<file path="config.mk">
export PLATFORM = sky130hd
export DESIGN_NAME = sorted_min_priority_queue
export DESIGN_NICKNAME = d
export VERILOG_FILES = /design/src/rtl/smpq_pkg.sv /design/src/rtl/smpq_cell.sv /design/src/rtl/sorted_min_priority_queue.sv
export VERILOG_INCLUDE_DIRS = /design/src /design/src/rtl
export SDC_FILE = /design/constraint.sdc
export NUM_CORES = 2
export LEC_CHECK = 0
export BUFFER_PORTS_ARGS = -buffer_cell sky130_fd_sc_hd__buf_2
export CAP_MARGIN = 20
export CORE_MARGIN = 1
export CORE_UTILIZATION = 55
export DETAILED_ROUTE_END_ITERATION = 10
export GPL_TIMING_DRIVEN = 0
export PLACE_DENSITY = 0.71
export SYNTH_ARGS = -nofsm -noshare
export SYNTH_HDL_FRONTEND = slang
export SYNTH_SLANG_ARGS = --single-unit
</file>
<file path="constraint.sdc">
create_clock -name clk -period 8.3 [get_ports clk]
set_input_delay 1.245 -clock clk [delete_from_list [all_inputs] [get_ports clk]]
set_output_delay 1.245 -clock clk [all_outputs]
set_load 0.05 [all_outputs]
</file>
<file path="src/rtl/sorted_min_priority_queue_macros.svh">
// Assertion macros for the sorted minimum-first priority queue.
// Included by files that carry concurrent assertions; no other dependencies.
`ifndef SORTED_MIN_PRIORITY_QUEUE_MACROS_SVH
`define SORTED_MIN_PRIORITY_QUEUE_MACROS_SVH

`ifndef ASSERT_OFF
`define SMPQ_ASSERT_ALWAYS(lbl, clk, rst, cond, msg) \
  lbl: assert property (@(posedge clk) disable iff (rst) (cond)) else $error(msg);
`define SMPQ_ASSERT_NEXT(lbl, clk, rst, ante, cons, msg) \
  lbl: assert property (@(posedge clk) disable iff (rst) (ante) |=> (cons)) else $error(msg);
`else
`define SMPQ_ASSERT_ALWAYS(lbl, clk, rst, cond, msg)
`define SMPQ_ASSERT_NEXT(lbl, clk, rst, ante, cons, msg)
`endif

`endif

</file>
<file path="src/rtl/smpq_pkg.sv">
// Shared types and constants of the sorted minimum-first priority queue.
// No dependencies; used by smpq_cell and sorted_min_priority_queue.
package smpq_pkg;

  localparam int CAPACITY    = 16;
  localparam int DATA_WIDTH  = 32;
  localparam int FIELD_WIDTH = 32;
  localparam int COUNT_WIDTH = 5;

  localparam logic OP_PUSH = 1'b0;
  localparam logic OP_POP  = 1'b1;

  typedef struct packed {
    logic                          opcode;
    logic signed [FIELD_WIDTH-1:0] push_value;
  } in_item_t;

  typedef struct packed {
    logic signed [FIELD_WIDTH-1:0] top_value;
    logic                          is_empty;
    logic [COUNT_WIDTH-1:0]        entry_count;
    logic                          push_dropped;
  } out_item_t;

  // Broadcast to every cell of the chain.
  typedef struct packed {
    logic push;
    logic pop;
  } cell_ctrl_t;

endpackage

</file>
<file path="src/rtl/smpq_cell.sv">
// One cell of the sorted chain: holds a single entry and shifts with its neighbors.
// Depends on smpq_pkg for the control struct.
module smpq_cell #(
  parameter int INDEX      = 0,
  parameter int DATA_WIDTH = smpq_pkg::DATA_WIDTH,
  parameter int OCC_WIDTH  = 5
) (
  input  logic                         clk,
  input  smpq_pkg::cell_ctrl_t         ctrl,
  input  logic signed [DATA_WIDTH-1:0] key,
  input  logic [OCC_WIDTH-1:0]         occupancy,
  input  logic                         left_le,
  input  logic signed [DATA_WIDTH-1:0] left_entry,
  input  logic signed [DATA_WIDTH-1:0] right_entry,
  output logic                         le,
  output logic signed [DATA_WIDTH-1:0] entry,
  output logic signed [DATA_WIDTH-1:0] entry_next
);

  logic occupied;

  assign occupied = occupancy > OCC_WIDTH'(INDEX);

  // Entries are ascending, so le is a run of ones followed by zeros; the
  // first cell whose le is low takes the key and the ones after it shift right.
  assign le = occupied && (entry <= key);

  always_comb begin
    entry_next = entry;
    if (ctrl.push) begin
      if (!le) begin
        entry_next = left_le ? key : left_entry;
      end
    end else if (ctrl.pop) begin
      entry_next = right_entry;
    end
  end

  always_ff @(posedge clk) begin
    entry <= entry_next;
  end

endmodule

</file>
<file path="src/rtl/sorted_min_priority_queue.sv">
// Sorted minimum-first priority queue built as a chain of entry cells.
// Cells compare and shift in the same cycle; results are registered the cycle after.
// Throughput: 1 item per cycle while out_ready takes any pending result.
// Reset: rst (synchronous) empties the queue and drops any pending result;
// entry contents are left as they are. Depends on smpq_pkg, smpq_cell and the macros.
`include "sorted_min_priority_queue_macros.svh"

module sorted_min_priority_queue #(
  parameter int CAPACITY   = smpq_pkg::CAPACITY,
  parameter int DATA_WIDTH = smpq_pkg::DATA_WIDTH
) (
  input  logic                clk,
  input  logic                rst,
  input  logic                in_valid,
  output logic                in_ready,
  input  smpq_pkg::in_item_t  in_data,
  output logic                out_valid,
  input  logic                out_ready,
  output smpq_pkg::out_item_t out_data
);

  localparam int OCC_WIDTH = $clog2(CAPACITY + 1);

  logic                         accept;
  logic                         is_full;
  logic                         push_ok;
  logic                         pop_ok;
  logic [OCC_WIDTH-1:0]         occupancy;
  logic [OCC_WIDTH-1:0]         occupancy_next;
  logic signed [DATA_WIDTH-1:0] key;
  smpq_pkg::cell_ctrl_t         ctrl;
  logic [CAPACITY-1:0]          le;
  logic signed [DATA_WIDTH-1:0] entry      [CAPACITY];
  logic signed [DATA_WIDTH-1:0] entry_next [CAPACITY];
  smpq_pkg::out_item_t          out_next;

  assign in_ready = !out_valid || out_ready;
  assign accept   = in_valid && in_ready;
  assign is_full  = occupancy >= OCC_WIDTH'(CAPACITY);
  assign push_ok  = accept && (in_data.opcode == smpq_pkg::OP_PUSH) && !is_full;
  assign pop_ok   = accept && (in_data.opcode == smpq_pkg::OP_POP) && (occupancy != '0);
  assign key      = DATA_WIDTH'(in_data.push_value);

  assign ctrl.push = push_ok;
  assign ctrl.pop  = pop_ok;

  always_comb begin
    occupancy_next = occupancy;
    if (push_ok) begin
      occupancy_next = occupancy + OCC_WIDTH'(1);
    end else if (pop_ok) begin
      occupancy_next = occupancy - OCC_WIDTH'(1);
    end
  end

  for (genvar i = 0; i < CAPACITY; i++) begin : g_cell
    logic                         left_le;
    logic signed [DATA_WIDTH-1:0] left_entry;
    logic signed [DATA_WIDTH-1:0] right_entry;

    if (i == 0) begin : g_head
      assign left_le    = 1'b1;
      assign left_entry = key;
    end else begin : g_body
      assign left_le    = le[i-1];
      assign left_entry = entry[i-1];
    end

    if (i == CAPACITY - 1) begin : g_tail
      assign right_entry = entry[i];
    end else begin : g_inner
      assign right_entry = entry[i+1];
    end

    smpq_cell #(
      .INDEX      (i),
      .DATA_WIDTH (DATA_WIDTH),
      .OCC_WIDTH  (OCC_WIDTH)
    ) u_cell (
      .clk         (clk),
      .ctrl        (ctrl),
      .key         (key),
      .occupancy   (occupancy),
      .left_le     (left_le),
      .left_entry  (left_entry),
      .right_entry (right_entry),
      .le          (le[i]),
      .entry       (entry[i]),
      .entry_next  (entry_next[i])
    );
  end

  always_comb begin
    out_next.is_empty     = occupancy_next == '0;
    out_next.top_value    = out_next.is_empty ? '0 : smpq_pkg::FIELD_WIDTH'(entry_next[0]);
    out_next.entry_count  = smpq_pkg::COUNT_WIDTH'(occupancy_next);
    out_next.push_dropped = (in_data.opcode == smpq_pkg::OP_PUSH) && is_full;
  end

  always_ff @(posedge clk) begin
    if (rst) begin
      occupancy <= '0;
      out_valid <= 1'b0;
    end else begin
      occupancy <= occupancy_next;
      if (accept) begin
        out_valid <= 1'b1;
      end else if (out_ready) begin
        out_valid <= 1'b0;
      end
    end
  end

  always_ff @(posedge clk) begin
    if (accept) begin
      out_data <= out_next;
    end
  end

  `SMPQ_ASSERT_ALWAYS(a_occ_bound, clk, rst, occupancy <= OCC_WIDTH'(CAPACITY),
                      "occupancy above capacity")
  `SMPQ_ASSERT_ALWAYS(a_head_sorted, clk, rst,
                      (occupancy < OCC_WIDTH'(2)) || (entry[0] <= entry[1]),
                      "head entries out of order")
  `SMPQ_ASSERT_NEXT(a_full_drop, clk, rst,
                    accept && (in_data.opcode == smpq_pkg::OP_PUSH) && is_full,
                    out_data.push_dropped && $stable(occupancy),
                    "push to full queue not dropped")
  `SMPQ_ASSERT_NEXT(a_pop_count, clk, rst, pop_ok,
                    occupancy == $past(occupancy) - OCC_WIDTH'(1),
                    "pop did not remove one entry")

endmodule

</file>
==> impl_results.md <==
- Status: completed
- Pre-CTS setup slack: between 0.8 and 0.9 ns
- EDFF count, synth: approximately 520
- Clock skew: 0.02476 ns
- Setup TNS: 0 ns
- Seq/Total Area, Yosys: 0.4190
- Leading area contributor after synthesis: edfxtp_1
- Primary FF master, synth: edfxtp_1
- Clk buf depth: 3
- Tightest Hold Check Type: reg2reg
- Critical Path RT: 8.62 ns
- Reg clk slew, reported paths: 0.06 ns
- Layout net count: 4487
- Hold WS: 0.5397 ns
- Post-Route Utilization: 0.6132
- Relative slew margins: 0.1691
- Total gr overflow: 0
- Worst Setup Start Kind: input port
- Htree depth: 3
- Post-synthesis cell area: 0.03901 mm^2
- Layout cells sized above 1: 0.07578
- Setup Fix Bufs, Post-CTS: 0
- Layout overhead on the synthesized area: 10.26%
- Final worst slack: 1.188 ns
- Sink Count: 557
- Die ar.: 0.07200 mm^2
- Vias in the first global route: 31111
- Max-cap violations: 0
- Final period utilization: 0.8569
- Worst-path fanout max: 21
- Placed cell area: between 0.04 and 0.05 mm^2
- Worst-Skew Late Latency: 0.62 ns
- Hold path depth: 2
- Synth async-reset ratio: 0
- Final Wtd Congestion: 0.9820
- Via-per-instance ratio: 6.493
- DRT iter0 DRCs: 3756
- Post-synth top area share: 0.3995
- Power Total: 9.247 mW
- DR WL/cell: 24.93 um
- Syn Area/Cell: 10.26 um^2
- Via count: between 30000 and 40000
- Final count of hold timing violations: 0
- Largest net degree at the start of global routing: 36
- Placed Cells: 4806
- PwrDens: 215.0 mW/mm^2
- Hold-fix buffers at CTS: 0
- RSZ-0062 raised after global routing: no
- DR pass1 iterations: 5
- Top Ports: between 70 and 80
- Leakage: 19.24 nW
- CTS tree: yes
- Final setup fails: 0
- Number of buffers added on ports: 46
- Synth area leaders: edfxtp_1 (40%), ha_1 (17%), mux2i_1 (11%), nand2_1 (5.3%), o21ai_1 (4.9%)
- Crit Path Category: in2reg
- Post_cts resized: 0
- TritonCTS buffer count: 66
- Reg2Reg Depth: 10
- Initial Util: 0.5561
- Yosys warns: 0
- Syn_nets: 4355
- Die width: 268.3 um
- Core Footprint: 0.07015 mm^2
- Synth unique cells: 80
- CP arrival: 7.43 ns
- Fin area: 0.04301 mm^2
- Fin crit period: 7.112 ns
- Final HPWL DP: 97.39 mm
- Critical Path End Type: register
- Count of pins over their slew limit: 0
- FP Rows: 97
- Detail Route Antenna Nets: 0
- Clock Tree Root: clkbuf_16
- Initial antenna violation count: 4
- Post-route insts no fill: 4926
- Die Span Y: 268.3 um
- # fillers: 6027
- Mapped Cells: ~3800
- # DRC: 0
- Max IR drop VDD: approximately 130 uV
- Global-route wire length before repair: 184.0 mm
- Seq cells post-synth: 557
- Routed WL: 122.8 mm
- Worst-Margin Slew: 1.244 ns
- F_max: 0.1406 GHz
- GRT Overall Usage: 0.3392
## routing by layer
layer  track usage  up-vias  wire length (um)
li1              -    14650                 -
met1        0.4765    15534             52210
met2        0.5284     1552             54650
met3       0.05782      242             12040
met4        0.1168        6              3866
met5             0        -                38
## worst max-delay path, cell delays in order
cell and delay (ns):
clkbuf_1 0.45, clkbuf_1 0.67, inv_1 0.66, ha_1 0.62, nand4_1 0.26, nor4_1 0.91
o31a_1 0.36, o32a_1 0.19, clkbuf_1 0.44, buf_1 0.69, nand2_1 0.11, nand2_1 0.52
buf_16 0.25
## synthesized netlist by cell type, types with 5 or more instances
master,number
ha_1,516
a21oi_1,261
o211ai_1,22
a21o_1,36
a2111oi_0,6
inv_1,72
and3_1,6
clkbuf_8,5
or3_1,5
o22ai_1,39
a211oi_1,21
o21a_1,10
buf_2,36
nor4_1,18
o221ai_1,8
nand2b_1,16
a31oi_1,9
nand2_1,552
edfxtp_1,519
a221oi_1,9
o31ai_1,6
clkbuf_1,130
nand3_1,53
dfxtp_1,38
buf_6,21
mux2i_1,444
o21ai_0,104
and4_1,12
nor2b_1,26
o21ai_1,385
nand4_1,97
mux2_2,32
buf_4,34
nor3_1,59
nor2_1,122
## where the power goes
group | internal [mW] | total (mW) | switching (mW)
clock | 1.66 | 2.91 | 1.25
sequential | 3.58 | 3.88 | 0.302
combinational | 0.884 | 2.45 | 1.57
## cell type report
cell class	count	area, um^2	share of cell area
plain buffers	233	1301	0.03025
inverters	73	274.0	0.006370
flip-flops and latches	557	16350	0.3800
clock buffers	92	1906	0.04430
repair buffers	64	688.2	0.01600
multi-input cells	2939	21150	0.4916
clock inverters	27	175.2	0.004072
well taps	940	1176	0.02734
diodes	1	2.502	0.00005818
## placed cells by master, fill, tap and decap left out, drive strengths merged, types with 4 or more instances in the layout
cell type  instances
nor2b             26
mux2              32
nor2             122
buf              160
nand2b            16
o22ai             40
clkinv            23
nor3              59
a221oi             9
edfxtp           519
nand4             97
a21o              36
o21a              10
a211oi            21
o21ai            489
dfxtp             38
nand3             53
and3               6
or3                6
a21oi            261
a2111oi            7
mux2i            444
o221ai             8
nor4              18
o211ai            22
clkbuf           227
o31a               4
and4              12
ha               516
a31oi              9
or2                5
o31ai              6
inv               74
a21boi             7
nand2            552
## state kept, by name, summed over array words and instances (netlist names)
register             cells
g_cell.u_cell.entry    512
out_data                39
occupancy                5
out_valid                1
## path summary, 6_finish.rpt
check	endpoint	startpoint	slack [ns]
hold reg to reg	g_cell[0].u_cell.entry[29]	g_cell[0].u_cell.entry[29]	0.54
hold / removal	g_cell[0].u_cell.entry[29]	g_cell[0].u_cell.entry[29]	0.54
setup / recovery	g_cell[8].u_cell.entry[9]	in_data[31]	1.19
setup reg to reg	g_cell[8].u_cell.entry[9]	g_cell[8].u_cell.entry[31]	3.38
## cells by family (layout without fill, tap and decap cells)
family                     count (synthesis)  count (layout)  synth area share
AOI/OAI and AO/OA                        960             960            0.1386
xor gates and xnor gates                   2               2         0.0004491
adders and majority gates                516             516            0.1655
buffers and inverters                    306             489           0.04038
DFF                                      557             557            0.4190
muxes                                    476             476            0.1232
other                                      0               1                 0
and+or+nand+nor                          985             985            0.1129
No activity file was read; power rests on OpenSTA's default activity.
